--- config.mk ---
export PLATFORM = sky130hd
export DESIGN_NAME = sparse_product_bank_conflict_counter_top
export DESIGN_NICKNAME = d
export VERILOG_FILES = /design/src/rtl/spbc_pkg.sv /design/src/rtl/sparse_product_bank_conflict_counter_top.sv /design/src/rtl/spbc_bank.sv
export VERILOG_INCLUDE_DIRS = /design/src /design/src/rtl
export SDC_FILE = /design/constraint.sdc
export NUM_CORES = 1
export LEC_CHECK = 0
export BUFFER_PORTS_ARGS = -buffer_cell sky130_fd_sc_hd__buf_4
export CAP_MARGIN = 20
export CORE_ASPECT_RATIO = 1.4
export CORE_MARGIN = 5
export CORE_UTILIZATION = 56
export CTS_CLUSTER_DIAMETER = 50
export DETAILED_ROUTE_END_ITERATION = 10
export PLACE_DENSITY = 0.78
export SLEW_MARGIN = 20
export SYNTH_ARGS = -nofsm -noshare
export SYNTH_HDL_FRONTEND = slang
export SYNTH_SLANG_ARGS = --single-unit
--- constraint.sdc ---
create_clock -name clock -period 6.46 [get_ports clock]
set_input_delay 0.646 -clock clock [delete_from_list [all_inputs] [get_ports clock]]
set_output_delay 0.646 -clock clock [all_outputs]
set_load 0.005 [all_outputs]
--- src/rtl/sparse_product_bank_conflict_counter_top_defines.svh ---
// ---------------------------------------------------------------------------
// assertion macros for the sparse product bank conflict counter
// ---------------------------------------------------------------------------
`ifndef SPARSE_PRODUCT_BANK_CONFLICT_COUNTER_TOP_DEFINES_SVH
`define SPARSE_PRODUCT_BANK_CONFLICT_COUNTER_TOP_DEFINES_SVH

// checked outside reset only
`define SPBC_ASSERT(lbl, prop, msg) \
   lbl: assert property (@(posedge clock) disable iff (reset) prop) \
      else $error(msg);

// checked at every edge, reset included
`define SPBC_ASSERT_ALWAYS(lbl, prop, msg) \
   lbl: assert property (@(posedge clock) prop) \
      else $error(msg);

`endif

--- src/rtl/spbc_pkg.sv ---
// ---------------------------------------------------------------------------
// spbc_pkg
// types, constants and helpers shared by the bank conflict counter
// ---------------------------------------------------------------------------
`default_nettype none

package spbc_pkg;

   localparam int NUM_BANKS_DEF = 32;
   localparam int ACT_LANES_DEF = 4;
   localparam int WGT_LANES_DEF = 4;

   localparam int COUNT_W     = 5;
   localparam int COORD_W     = 12;
   localparam int RECIP_W     = 16;
   localparam int RECIP_SHIFT = 15;
   localparam int PROD_W      = COORD_W + RECIP_W;
   localparam int CSR_ADDR_W  = 4;

   localparam logic [COUNT_W-1:0] COUNT_MAX = 5'd31;

   typedef struct packed {
      logic [11:0] act_x;
      logic [11:0] act_y;
      logic [11:0] out_channel;
      logic [3:0]  kern_r;
      logic [3:0]  kern_s;
      logic        warp_last;
   } req_type;

   typedef struct packed {
      logic [4:0] warp_cycles;
      logic [4:0] valid_products;
      logic [7:0] idle_slots;
   } rsp_type;

   typedef struct packed {
      logic rd_en;
      logic wr_en;
      logic clear;
   } bank_ctl_type;

   typedef enum logic [1:0] {
      ST_IDLE,
      ST_DIV_Y,
      ST_LOOKUP,
      ST_UPDATE
   } state_type;

   typedef enum logic [1:0] {
      CSR_STRIDE,
      CSR_WIDTH,
      CSR_HEIGHT
   } csr_idx_type;

   function automatic logic [COUNT_W-1:0] count_inc(input logic [COUNT_W-1:0] cnt);
      logic [COUNT_W-1:0] res;
      res = (cnt < COUNT_MAX) ? cnt + 1'b1 : cnt;
      return res;
   endfunction

   // ceil(2^15 / stride), stride zero treated as one
   function automatic logic [RECIP_W-1:0] stride_recip(input logic [2:0] stride);
      logic [RECIP_W-1:0] res;
      case (stride)
         3'd2:    res = 16'd16384;
         3'd3:    res = 16'd10923;
         3'd4:    res = 16'd8192;
         3'd5:    res = 16'd6554;
         3'd6:    res = 16'd5462;
         3'd7:    res = 16'd4682;
         default: res = 16'd32768;
      endcase
      return res;
   endfunction

endpackage

`default_nettype wire

--- src/rtl/sparse_product_bank_conflict_counter_top.sv ---
// ---------------------------------------------------------------------------
// sparse_product_bank_conflict_counter_top
// One activation-weight product pair is taken per pass of a three-step loop,
// only as the pair before is written back: the cycle of the transfer, which is
// also the write-back cycle of the pair before, a second pass through the shared
// reciprocal multiplier that divides the coordinate differences by the stride,
// and the bank memory read. The bank count read there is incremented and
// written back in the write-back cycle, where the next pair is taken, so the
// sustained pair rate is set by that loop around the one multiplier and the
// single-port bank memory. A pair with warp_last gives one result for the warp,
// valid after its write-back; the result register lets further pairs in while
// it waits, except that a second warp end waits in the write-back cycle until
// the first result is taken. Bank counts are cleared at once by valid bits, at
// reset and at each warp end, with no clearing pass.
// Registers: stride at 0x0, output width at 0x4, output height at 0x8.
// ---------------------------------------------------------------------------
`default_nettype none

`include "sparse_product_bank_conflict_counter_top_defines.svh"

module sparse_product_bank_conflict_counter_top #(
   parameter int NUM_BANKS = spbc_pkg::NUM_BANKS_DEF,
   parameter int ACT_LANES = spbc_pkg::ACT_LANES_DEF,
   parameter int WGT_LANES = spbc_pkg::WGT_LANES_DEF
) (
   input  wire logic                              clock,
   input  wire logic                              reset,
   input  wire logic                              req_valid,
   output logic                                   req_ready,
   input  wire spbc_pkg::req_type                 req_data,
   output logic                                   rsp_valid,
   input  wire logic                              rsp_ready,
   output spbc_pkg::rsp_type                      rsp_data,
   input  wire logic                              psel,
   input  wire logic                              penable,
   input  wire logic                              pwrite,
   input  wire logic [spbc_pkg::CSR_ADDR_W-1:0]   paddr,
   input  wire logic [31:0]                       pwdata,
   output logic      [31:0]                       prdata,
   output logic                                   pready
);

   localparam int IDX_W  = $clog2(NUM_BANKS);
   localparam int LANES  = ACT_LANES * WGT_LANES;
   localparam int LANE_W = $clog2(LANES + 1);
   localparam int IDLE_W = spbc_pkg::COUNT_W + LANE_W;
   localparam int CW     = spbc_pkg::COORD_W;
   localparam int SH     = spbc_pkg::RECIP_SHIFT;

   // configuration registers
   logic [2:0]    stride_ff;
   logic [CW-1:0] width_ff;
   logic [CW-1:0] height_ff;
   logic          csr_wr;

   assign pready = 1'b1;
   assign csr_wr = psel && penable && pwrite;

   always_ff @(posedge clock) begin
      if (reset) begin
         stride_ff <= 3'd1;
         width_ff  <= 12'd1;
         height_ff <= 12'd1;
      end else if (csr_wr) begin
         case (spbc_pkg::csr_idx_type'(paddr[3:2]))
            spbc_pkg::CSR_STRIDE: stride_ff <= pwdata[2:0];
            spbc_pkg::CSR_WIDTH:  width_ff  <= pwdata[CW-1:0];
            spbc_pkg::CSR_HEIGHT: height_ff <= pwdata[CW-1:0];
            default: ;
         endcase
      end
   end

   always_comb begin
      case (spbc_pkg::csr_idx_type'(paddr[3:2]))
         spbc_pkg::CSR_STRIDE: prdata = {29'd0, stride_ff};
         spbc_pkg::CSR_WIDTH:  prdata = {20'd0, width_ff};
         spbc_pkg::CSR_HEIGHT: prdata = {20'd0, height_ff};
         default:              prdata = '0;
      endcase
   end

   // modulo table for the bank hash
   logic [IDX_W-1:0] mod_lut [32];
   for (genvar g = 0; g < 32; g++) begin : g_mod
      assign mod_lut[g] = IDX_W'(g % NUM_BANKS);
   end

   spbc_pkg::state_type    state_ff, state_in;
   spbc_pkg::bank_ctl_type bank_ctl;

   logic                         req_xfer;
   logic                         out_free;
   logic                         upd_done;

   // per-pair registers
   logic [CW-1:0]                diff_y_ff;
   logic                         neg_x_ff, neg_y_ff;
   logic [2:0]                   chan_ff;
   logic                         last_ff;
   logic [spbc_pkg::PROD_W-1:0]  prod_x_ff, prod_y_ff;
   logic                         pair_ok_ff;

   // warp accumulation
   logic [spbc_pkg::COUNT_W-1:0] product_ff, product_in;
   logic [spbc_pkg::COUNT_W-1:0] max_ff, max_in;

   logic                         rsp_valid_ff;
   spbc_pkg::rsp_type            rsp_data_ff;

   // shared reciprocal multiplier
   logic [CW-1:0]                diff_x;
   logic [CW-1:0]                mul_a;
   logic [spbc_pkg::PROD_W-1:0]  mul_p;

   assign diff_x = req_data.act_x - {8'd0, req_data.kern_r};
   assign mul_a  = (state_ff == spbc_pkg::ST_DIV_Y) ? diff_y_ff : diff_x;
   assign mul_p  = spbc_pkg::PROD_W'(mul_a) *
                   spbc_pkg::PROD_W'(spbc_pkg::stride_recip(stride_ff));

   // lookup
   logic [CW-1:0]                out_w, out_h;
   logic                         pair_ok;
   logic [4:0]                   hash;
   logic [IDX_W-1:0]             bank_idx;

   assign out_w    = prod_x_ff[SH+CW-1:SH];
   assign out_h    = prod_y_ff[SH+CW-1:SH];
   assign pair_ok  = !neg_x_ff && !neg_y_ff && (out_w < width_ff) && (out_h < height_ff);
   assign hash     = {chan_ff[2] ^ out_w[1] ^ out_h[1], out_w[0], out_h[0], chan_ff[1:0]};
   assign bank_idx = mod_lut[hash];

   logic [spbc_pkg::COUNT_W-1:0] new_count;

   spbc_bank #(
      .NUM_BANKS (NUM_BANKS)
   ) u_bank (
      .clock     (clock),
      .reset     (reset),
      .ctl       (bank_ctl),
      .rd_idx    (bank_idx),
      .new_count (new_count)
   );

   // result of the warp
   logic [spbc_pkg::COUNT_W-1:0] warp_max;
   logic [spbc_pkg::COUNT_W-1:0] warp_cycles;
   logic [IDLE_W-1:0]            idle_full;
   logic [7:0]                   idle_sat;

   always_comb begin
      warp_max = max_ff;
      if (pair_ok_ff && (new_count > max_ff)) begin
         warp_max = new_count;
      end
   end

   assign warp_cycles = (warp_max == '0) ? 5'd1 : warp_max;
   assign idle_full   = IDLE_W'(warp_cycles - 1'b1) * IDLE_W'(LANES);
   assign idle_sat    = (idle_full > IDLE_W'(255)) ? 8'd255 : idle_full[7:0];

   assign out_free  = !rsp_valid_ff || rsp_ready;
   assign rsp_valid = rsp_valid_ff;
   assign rsp_data  = rsp_data_ff;
   assign req_xfer  = req_valid && req_ready;

   always_comb begin
      state_in   = state_ff;
      req_ready  = 1'b0;
      upd_done   = 1'b0;
      bank_ctl   = '0;
      product_in = product_ff;
      max_in     = max_ff;
      case (state_ff)
         spbc_pkg::ST_IDLE: begin
            req_ready = 1'b1;
            if (req_valid) begin
               state_in = spbc_pkg::ST_DIV_Y;
            end
         end
         spbc_pkg::ST_DIV_Y: begin
            state_in = spbc_pkg::ST_LOOKUP;
         end
         spbc_pkg::ST_LOOKUP: begin
            bank_ctl.rd_en = 1'b1;
            state_in       = spbc_pkg::ST_UPDATE;
         end
         spbc_pkg::ST_UPDATE: begin
            upd_done = !last_ff || out_free;
            if (upd_done) begin
               req_ready      = 1'b1;
               bank_ctl.wr_en = pair_ok_ff;
               bank_ctl.clear = last_ff;
               max_in         = warp_max;
               if (pair_ok_ff) begin
                  product_in = spbc_pkg::count_inc(product_ff);
               end
               if (last_ff) begin
                  max_in     = '0;
                  product_in = '0;
               end
               state_in = req_valid ? spbc_pkg::ST_DIV_Y : spbc_pkg::ST_IDLE;
            end
         end
         default: begin
            state_in = spbc_pkg::ST_IDLE;
         end
      endcase
   end

   always_ff @(posedge clock) begin
      if (reset) begin
         state_ff     <= spbc_pkg::ST_IDLE;
         product_ff   <= '0;
         max_ff       <= '0;
         rsp_valid_ff <= 1'b0;
      end else begin
         state_ff   <= state_in;
         product_ff <= product_in;
         max_ff     <= max_in;
         if (upd_done && last_ff) begin
            rsp_valid_ff <= 1'b1;
         end else if (rsp_ready) begin
            rsp_valid_ff <= 1'b0;
         end
      end
   end

   always_ff @(posedge clock) begin
      if (req_xfer) begin
         diff_y_ff <= req_data.act_y - {8'd0, req_data.kern_s};
         neg_x_ff  <= req_data.act_x < {8'd0, req_data.kern_r};
         neg_y_ff  <= req_data.act_y < {8'd0, req_data.kern_s};
         chan_ff   <= req_data.out_channel[2:0];
         last_ff   <= req_data.warp_last;
         prod_x_ff <= mul_p;
      end
      if (state_ff == spbc_pkg::ST_DIV_Y) begin
         prod_y_ff <= mul_p;
      end
      if (state_ff == spbc_pkg::ST_LOOKUP) begin
         pair_ok_ff <= pair_ok;
      end
      if (upd_done && last_ff) begin
         rsp_data_ff.warp_cycles    <= warp_cycles;
         rsp_data_ff.valid_products <= pair_ok_ff ? spbc_pkg::count_inc(product_ff)
                                                  : product_ff;
         rsp_data_ff.idle_slots     <= idle_sat;
      end
   end

   `SPBC_ASSERT(a_accept_state,
      req_xfer |-> (state_ff == spbc_pkg::ST_IDLE || state_ff == spbc_pkg::ST_UPDATE),
      "transfer taken while a pair is in flight")
   `SPBC_ASSERT(a_rsp_origin,
      $rose(rsp_valid_ff) |-> $past(state_ff == spbc_pkg::ST_UPDATE && last_ff),
      "result raised without a warp end")
   `SPBC_ASSERT(a_max_bound, product_ff >= max_ff, "bank count above product count")
   `SPBC_ASSERT_ALWAYS(a_pready_high, pready, "configuration port not ready")

endmodule

`default_nettype wire

--- src/rtl/spbc_bank.sv ---
// ---------------------------------------------------------------------------
// spbc_bank
// bank count memory with per-entry valid bits and saturating update
// ---------------------------------------------------------------------------
`default_nettype none

module spbc_bank #(
   parameter int NUM_BANKS = spbc_pkg::NUM_BANKS_DEF
) (
   input  wire logic                               clock,
   input  wire logic                               reset,
   input  wire spbc_pkg::bank_ctl_type             ctl,
   input  wire logic [$clog2(NUM_BANKS)-1:0]       rd_idx,
   output logic      [spbc_pkg::COUNT_W-1:0]       new_count
);

   localparam int IDX_W = $clog2(NUM_BANKS);

   logic [spbc_pkg::COUNT_W-1:0] mem [NUM_BANKS];
   logic [NUM_BANKS-1:0]         valid_ff;
   logic [NUM_BANKS-1:0]         valid_in;
   logic [IDX_W-1:0]             idx_ff;
   logic [spbc_pkg::COUNT_W-1:0] rd_data_ff;
   logic                         rd_valid_ff;

   assign new_count = spbc_pkg::count_inc(rd_valid_ff ? rd_data_ff : '0);

   always_ff @(posedge clock) begin
      if (ctl.rd_en) begin
         rd_data_ff  <= mem[rd_idx];
         rd_valid_ff <= valid_ff[rd_idx];
         idx_ff      <= rd_idx;
      end
      if (ctl.wr_en) begin
         mem[idx_ff] <= new_count;
      end
   end

   always_comb begin
      valid_in = valid_ff;
      if (ctl.clear) begin
         valid_in = '0;
      end else if (ctl.wr_en) begin
         valid_in[idx_ff] = 1'b1;
      end
   end

   always_ff @(posedge clock) begin
      if (reset) begin
         valid_ff <= '0;
      end else begin
         valid_ff <= valid_in;
      end
   end

endmodule

`default_nettype wire
==> impl_metrics.py, run 1 <==
metrics = {
    "status": {
        "status": "finished, violations left",
        "violations": "negative setup slack",
    },
    "sta": {
        "relSlewSlack_pct": 28.91,
        "maxSlewViolCount": 0,
        "clock.fmax_ghz": 0.1540,
        "setup_viol": 6,
        "fin_setup_tns_ns": -0.1061,
        "period_minus_slack_ns": 6.492,
        "finClkSkew_ns": 0.009035,
        "finalCritPeriodShare_pct": 100.5,
        "setup_ws_ns": -0.03171,
        "tightest_slew_ns": 1.064,
        "hold_viol": 0,
        "rsz0062_at_grt": "true",
    },
    "drt": {
        "wl_um": 48150,
        "num_vias": 12990,
        "detail-route-antenna-nets": 0,
        "drt-wirelength-per-cell_um": 21.05,
        "drc": 0,
        "first_iter_violations": 1041,
        "viasPerCell": 5.678,
        "dr.pass1.iters": 5,
    },
    "power_and_ir_drop": {
        "power_frac_seq_pct": 37.1,
        "cellPowerDensity_mw_per_mm2": 304.4,
        "clockPowerShare_pct": 26.8,
        "power_switching_w": 0.002277,
        "p_leak_nw": 9.273,
        "switching_share_pct": 33.30,
        "vdd_drop_max_v": 0.0002907,
        "internal_power_w": 0.004561,
        "combPwrFrac_pct": 36.1,
    },
    "floorplan": {
        "std_cell_rows": 79,
        "core_sq_mm": 0.03321,
        "io_pins": 141,
        "die_w_um": 164.8,
        "start_util_pct": 56.57,
        "die_y_um": 226.7,
        "die-area_sq_mm": 0.03737,
    },
    "global_routing": {
        "antenna_found_initial": 0,
        "grt_use_met1_pct": 27.52,
        "grt_pass1_vias": 13960,
        "grt_max_degree": 50,
        "grt_use_total_pct": 26.28,
        "gr-usage-met2_pct": 50.34,
        "grt_use_met3_pct": 2.910,
        "grt_busiest_layer": "met2",
        "grt_overflow": 0,
        "grt_first_pass_wirelength_um": 74530,
    },
    "finish": {
        "nNetsFinal": 2148,
        "antenna_cells": 0,
        "post_route_cells_drive_above_1_share_pct": 25.39,
        "final_cell_mix": "edfxtp_1 (229), buf_4 (228), inv_1 (223)",
        "stdcell_count": 2288,
        "fillerInstances": 2362,
        "layout_commonest_cell": "edfxtp_1",
        "syn2layout_area_growth_pct": 19.58,
    },
    "yosys": {
        "syn_inst": 1605,
        "synth.avg_cell_area_sq_um": 11.71,
        "synth-edff-count": 229,
        "yosys_warnings": 0,
        "synth_ff_type": "edfxtp_1",
        "ys_types": 62,
        "yosysSeqAreaShare_pct": 44.27,
        "async_flop_share_pct": 0,
        "netlist_area_sq_mm": 0.01879,
        "ys_ff_latch": 301,
    },
    "clock_tree": {
        "cts_buffers": 31,
        "htreeDepth": 1,
        "cts.clk_slew.worst_paths_ns": 0.06,
        "clkLatencyLatePin_ns": 0.56,
        "postCtsHoldBufs": 0,
        "cts_tree": "built",
        "clock_path_buffers": 3,
        "clk_root_buffer_cell": "clkbuf_16",
        "numClockSinks": 301,
    },
    "critical_path": {
        "slowest_delay_ns": 0.53,
        "reg2reg_from": "state_ff[1]",
        "required_ns": 6.77,
        "path_class": "in2reg",
        "critPathCaptureType": "register",
        "arrival_ns": 6.80,
        "ff2ff_setup_slack_ns": 0.17,
        "crit_top_cell": "fa_1",
        "cp_slowest_cell": "fa_2",
        "startpoint_type": "input pin",
        "crit_fanout": 5,
        "cp-startpoint": "req_data[33]",
    },
    "flow_run": {
        "cap_violations": 0,
    },
    "worst_hold_path": {
        "hold_path.class": "in2reg",
        "hp-start": "req_data[9]",
    },
    "placed_design": {
        "port-buffer-count": 88,
        "globalplace.congestion": 0.9478,
        "dp.cells": 2218,
        "dpl.hpwl_um": 37180,
    },
}
==> area by class of cell <==
| class | count | area (sq um) | share of cell area, % |
|---|---|---|---|
| clock inverters | 22 | 260.3 | 1.158 |
| well taps | 445 | 556.8 | 2.478 |
| flip-flops and latches | 301 | 8318 | 37.02 |
| repair buffers | 237 | 1817 | 8.086 |
| multi-input cells | 1009 | 9803 | 43.63 |
| inverters | 239 | 912.1 | 4.060 |
| clock buffers | 35 | 800.8 | 3.564 |
==> registers in the layout, indices dropped and copies added, names as in the netlist, 2 cells and up <==
name and count:
u_bank.idx_ff 5, stride_ff 3, prod_x_ff 12, height_ff 12
prod_y_ff 12, u_bank.mem 160, width_ff 12, u_bank.valid_ff 32
rsp_data 15, chan_ff 3, u_bank.rd_data_ff 5, diff_y_ff 12
state_ff 2, max_ff 5, product_ff 5
==> critical path, delay by kind of cell <==
family	cells	cell delay [ns]
adders and majority gates	8	3.20
and+or+nand+nor	8	1.40
buffers and inverters	9	0.77
AOI/OAI and AO/OA	4	0.51
xor gates and xnor gates	2	0.24
==> cell families (layout without fill, tap and decap cells) <==
logic type               count (synthesis)  in the layout  synth area share (%)
AND/OR/NAND/NOR                        442            442                 10.33
buffers and inverters                  314            533                 6.892
flip-flops                             301            301                 44.27
adder cells (fa/ha/maj)                241            241                 21.64
AO/OA/AOI/OAI                          180            180                 6.373
multiplexers                            84             84                 8.537
XOR/XNOR                                41             41                 1.911
other                                    2             21               0.03997
==> synth_stat cells, drive strengths merged, types with 11 or more instances <==
| cell type | number | share of area, % |
|---|---|---|
| a21oi | 46 | 1.2 |
| mux4 | 60 | 7.2 |
| xor2 | 14 | 0.65 |
| clkbuf | 40 | 0.80 |
| edfxtp | 229 | 37 |
| nor2b | 16 | 0.53 |
| nor3 | 15 | 0.45 |
| mux2i | 14 | 0.75 |
| dfxtp | 72 | 7.7 |
| inv | 239 | 4.8 |
| buf | 35 | 1.3 |
| ha | 101 | 6.7 |
| nand2 | 186 | 3.7 |
| nand4 | 15 | 0.50 |
| fa | 140 | 15 |
| nand3 | 21 | 0.56 |
| nand2b | 11 | 0.37 |
| xnor2 | 27 | 1.3 |
| o21ai | 31 | 0.83 |
| nor2 | 140 | 2.8 |
| o21a | 48 | 1.9 |
==> per-stage QoR <==
| stage | util, % | hold slack [ns] | power, W | setup slack, ns | instance area [sq um] |
|---|---|---|---|---|---|
| 2_1_floorplan | - | 0.4244 | 0.004038 | -0.2036 | 19080 |
| 3_3_place_gp | 63.06 | 0.4407 | 0.004805 | -0.7962 | 20940 |
| 3_5_place_dp | 63.06 | 0.4531 | 0.004881 | -0.9119 | 20940 |
| 4_1_cts | 66.74 | 0.2403 | 0.006754 | -0.04449 | 22170 |
| 5_1_grt | 67.65 | 0.2463 | 0.007166 | -0.2621 | 22470 |
| 6_report | 67.65 | 0.2598 | 0.006839 | -0.03171 | 22470 |
==> final timing paths <==
path | endpoint | cells after the start
setup / recovery | prod_x_ff[23] | 31
hold / removal | chan_ff[0] | 1
setup reg to reg | prod_x_ff[23] | 25
hold reg to reg | u_bank.valid_ff[31] | 1
==> power by group through the flow <==
stage / registers (W) / logic (W) / clock network, W
final: 0.00253 / 0.00247 / 0.00183
after global routing: 0.00255 / 0.00269 / 0.00193
after CTS: 0.00253 / 0.00237 / 0.00185
after detailed placement: 0.00257 / 0.00231 / 0
after global placement: 0.00256 / 0.00224 / 0
after floorplan: 0.00253 / 0.00151 / 0
==> what timing repair did <==
| item | in CTS | in global routing |
|---|---|---|
| buffers inserted | 4 | 9 |
| resized for setup | 30 | 63 |
| pin swaps | 34 | 44 |
| setup endpoints to repair | 12 | 22 |
| cloned | 0 | 0 |
==> metal layers <==
metal / vias up / wire [um] / share of wire (%)
met5: - / 0 / 0
met4: 0 / 3108 / 6.5
met3: 165 / 2202 / 4.6
met2: 473 / 27200 / 56
met1: 6497 / 15640 / 32
li1: 5857 / - / -
(Power assumes the default switching activity.)
==> run 2: changes to the inputs <==
--- a/config.mk
+++ b/config.mk
@@ -6,8 +6,8 @@
 export SDC_FILE = /design/constraint.sdc
 export NUM_CORES = 1
 export LEC_CHECK = 0
+export ABC_AREA = 1
 export BUFFER_PORTS_ARGS = -buffer_cell sky130_fd_sc_hd__buf_4
-export CAP_MARGIN = 20
 export CORE_ASPECT_RATIO = 1.4
 export CORE_MARGIN = 5
 export CORE_UTILIZATION = 56
==> impl_metrics.py, run 2 <==
metrics = {
    "status": {
        "status": "finished, final reports clean",
    },
    "placed_design": {
        "dpl.hpwl_um": 38210,
        "port-buffer-count": 88,
        "globalplace.congestion": 1.005,
        "dp_slack_ns": -0.5979,
    },
    "critical_path": {
        "critPathCaptureType": "register",
        "required_ns": 6.76,
        "r2r-end": "prod_x_ff[25]",
        "path_class": "in2reg",
        "crit_fanout": 8,
        "startpoint_type": "input pin",
        "reg2reg_from": "state_ff[0]",
        "r2r_cells": 22,
        "ff2ff_setup_slack_ns": 0.27,
        "arrival_ns": 6.62,
    },
    "sta": {
        "hold_viol": 0,
        "setup_viol": 0,
        "relSlewSlack_pct": 35.44,
        "setup_ws_ns": 0.1436,
        "tightest_slew_ns": 0.9673,
        "maxSlewViolCount": 0,
        "finalCritPeriodShare_pct": 97.78,
        "finClkSkew_ns": 0.01931,
        "period_minus_slack_ns": 6.316,
        "clock.fmax_ghz": 0.1583,
    },
    "global_routing": {
        "grt_max_degree": 78,
        "antenna_found_initial": 3,
        "grt_use_total_pct": 25.52,
        "grt_first_pass_wirelength_um": 78380,
        "grt_overflow": 0,
        "grt_pass1_vias": 15220,
    },
    "drt": {
        "dr.pass1.iters": 6,
        "drc": 0,
        "first_iter_violations": 1191,
        "drt-wirelength-per-cell_um": 18.67,
        "detail-route-antenna-nets": 0,
        "num_vias": 15080,
        "viasPerCell": 5.580,
        "wl_um": 50460,
    },
    "power_and_ir_drop": {
        "cellPowerDensity_mw_per_mm2": 334.4,
        "vdd_drop_max_v": 0.0002494,
        "internal_power_w": 0.004648,
        "combPwrFrac_pct": 40.9,
        "finalPower_w": 0.007477,
        "p_leak_nw": 9.620,
        "switching_share_pct": 37.83,
        "power_switching_w": 0.002829,
        "clockPowerShare_pct": 23.6,
        "power_frac_seq_pct": 35.5,
    },
    "clock_tree": {
        "clkLatencyLatePin_ns": 0.56,
        "numClockSinks": 301,
        "clk_root_buffer_cell": "clkbuf_16",
        "cts_buffers": 29,
        "htreeDepth": 1,
        "cts_tree": "built",
        "clock_path_buffers": 3,
        "cts.clk_slew.worst_paths_ns": 0.06,
    },
    "floorplan": {
        "die_w_um": 167.2,
        "core_sq_mm": 0.03413,
        "io_pins": 141,
        "die_y_um": 230.1,
        "die-area_sq_mm": 0.03847,
        "start_util_pct": 56.77,
        "std_cell_rows": 80,
    },
    "yosys": {
        "netlist_area_sq_mm": 0.01938,
        "ys_ff_latch": 301,
        "ys_types": 51,
        "syn_inst": 2054,
        "yosysSeqAreaShare_pct": 42.93,
        "async_flop_share_pct": 0,
        "yosysMostFrequentCell": "inv_1",
        "yosys_warnings": 0,
        "yosysTopAreaCell": "edfxtp_1",
        "synth_ff_type": "edfxtp_1",
        "synth-edff-count": 229,
        "synth_common_cells": "inv_1 (352), nor2_1 (317), nand2_1 (251)",
        "synth.area.top_cells": "edfxtp_1 (35%), fa_1 (14%), dfxtp_1 (7.4%), inv_1 (6.8%), ha_1 (6.5%)",
        "synth_top_area_share_pct": 35.49,
        "synth.avg_cell_area_sq_um": 9.433,
    },
    "finish": {
        "largest-register": "u_bank.mem",
        "fillerInstances": 2667,
        "nNetsFinal": 2557,
        "final_cell_mix": "inv_1 (350), nor2_1 (301), nand2_1 (248)",
        "layout_commonest_cell": "inv_1",
        "syn2layout_area_growth_pct": 15.38,
        "post_route_cells_drive_above_1_share_pct": 15.33,
        "largest_reg_flops": 160,
    },
    "worst_hold_path": {
        "hp-start": "req_data[9]",
        "min_path_cells": 1,
        "min_delay_worst_endpoint": "chan_ff[0]",
        "hold_path.class": "in2reg",
    },
    "flow_run": {
        "cap_violations": 0,
    },
}
## run 2: cell types whose count changed in the layout (fill, tap and decap cells not counted), moves of 18 or more
| cell | change |
|---|---|
| nand3_1 | +53 |
| mux4_2 | -60 |
| o21ai_0 | +120 |
| xnor2_1 | -18 |
| o21a_1 | -34 |
| buf_4 | -25 |
| o22ai_1 | +18 |
| o221ai_1 | +41 |
| inv_1 | +127 |
| nor2_1 | +187 |
| a21oi_1 | +29 |
| nand2_1 | +69 |
## run 2: worst max path at each step
stage	depth (start not counted)	to	slack, ns	startpoint
floorplan	33	prod_x_ff[26]	0.01	req_data[33]
global placement	34	prod_x_ff[20]	-0.44	req_data[33]
detailed placement	34	prod_y_ff[20]	-0.60	req_data[33]
CTS	35	prod_y_ff[23]	0.009	req_data[33]
global route	29	prod_x_ff[25]	-0.09	req_data[33]
finish	28	prod_x_ff[25]	0.14	req_data[33]
## run 2: metrics by stage
| stage | hold slack, ns | utilization [%] | TNS, ns | area, sq um | std cells |
|---|---|---|---|---|---|
| 2_1_floorplan | 0.4255 | - | 0 | 19450 | 2073 |
| 3_3_place_gp | 0.4471 | 61.88 | -9.012 | 21120 | 2647 |
| 3_5_place_dp | 0.4546 | 61.88 | -12.27 | 21120 | 2647 |
| 4_1_cts | 0.2551 | 64.82 | 0 | 22130 | 2701 |
| 5_1_grt | 0.2568 | 65.49 | -0.4096 | 22350 | 2702 |
| 6_report | 0.2749 | 65.50 | 0 | 22360 | 2703 |
## run 2: critical path, cell delays in order
cell,delay [ns]
buf_4,0.10
inv_1,0.04
ha_1,0.13
inv_1,0.06
fa_2,0.34
nand2_1,0.07
inv_1,0.05
a21oi_2,0.19
inv_2,0.08
o21ai_0,0.19
nand3_2,0.13
o21ai_4,0.17
nor2_1,0.07
buf_4,0.16
fa_1,0.61
fa_1,0.47
fa_1,0.54
fa_1,0.56
inv_1,0.06
fa_1,0.53
inv_1,0.06
ha_2,0.32
a21oi_2,0.18
o21ai_0,0.15
o21bai_1,0.21
a21oi_1,0.16
nand2_1,0.15
xor2_2,0.18
## run 2: power groups by stage
stage	clock (W)	combinational, W	sequential, W
6_report	0.00176	0.00306	0.00265
5_1_grt	0.00186	0.00338	0.00266
4_1_cts	0.00178	0.00296	0.00265
3_5_place_dp	0	0.00293	0.00269
3_3_place_gp	0	0.00283	0.00268
2_1_floorplan	0	0.00185	0.00266
## run 2: kinds of logic after synthesis
kind of cell,count (synthesis),synth area share [%]
DFF,301,42.93
other,2,0.03876
xor gates and xnor gates,29,1.350
buffers and inverters,442,9.221
adders and majority gates,241,20.99
AOI/OAI and AO/OA,335,10.34
and+or+nand+nor,704,15.14
## run 2: timing repair
item                                    4_1_cts  5_1_grt
setup buffers                                 0        1
endpoints found under the setup margin        2       24
hold buffers                                  0        0
pin swaps                                     0       19
hold endpoints to repair                      0        0
resized for setup                             1       51
## run 2: area by class of cell
| class | count | area, sq um | share of cell area, % |
|---|---|---|---|
| clock inverters | 16 | 224.0 | 1.002 |
| repair buffers | 204 | 1544 | 6.906 |
| flip-flops and latches | 301 | 8318 | 37.21 |
| multi-input cells | 1330 | 9563 | 42.77 |
| clock buffers | 38 | 779.5 | 3.487 |
| diodes | 1 | 2.502 | 0.01119 |
| inverters | 362 | 1361 | 6.089 |
| well taps | 451 | 564.3 | 2.524 |
## run 2: routing by layer
layer | up-vias | share of wire, % | GRT usage, %
met5 | - | 0.059 | 0
met4 | 4 | 5.9 | 12.66
met3 | 179 | 4.9 | 2.543
met2 | 534 | 55 | 49.32
met1 | 7342 | 34 | 27.43
li1 | 7025 | - | -
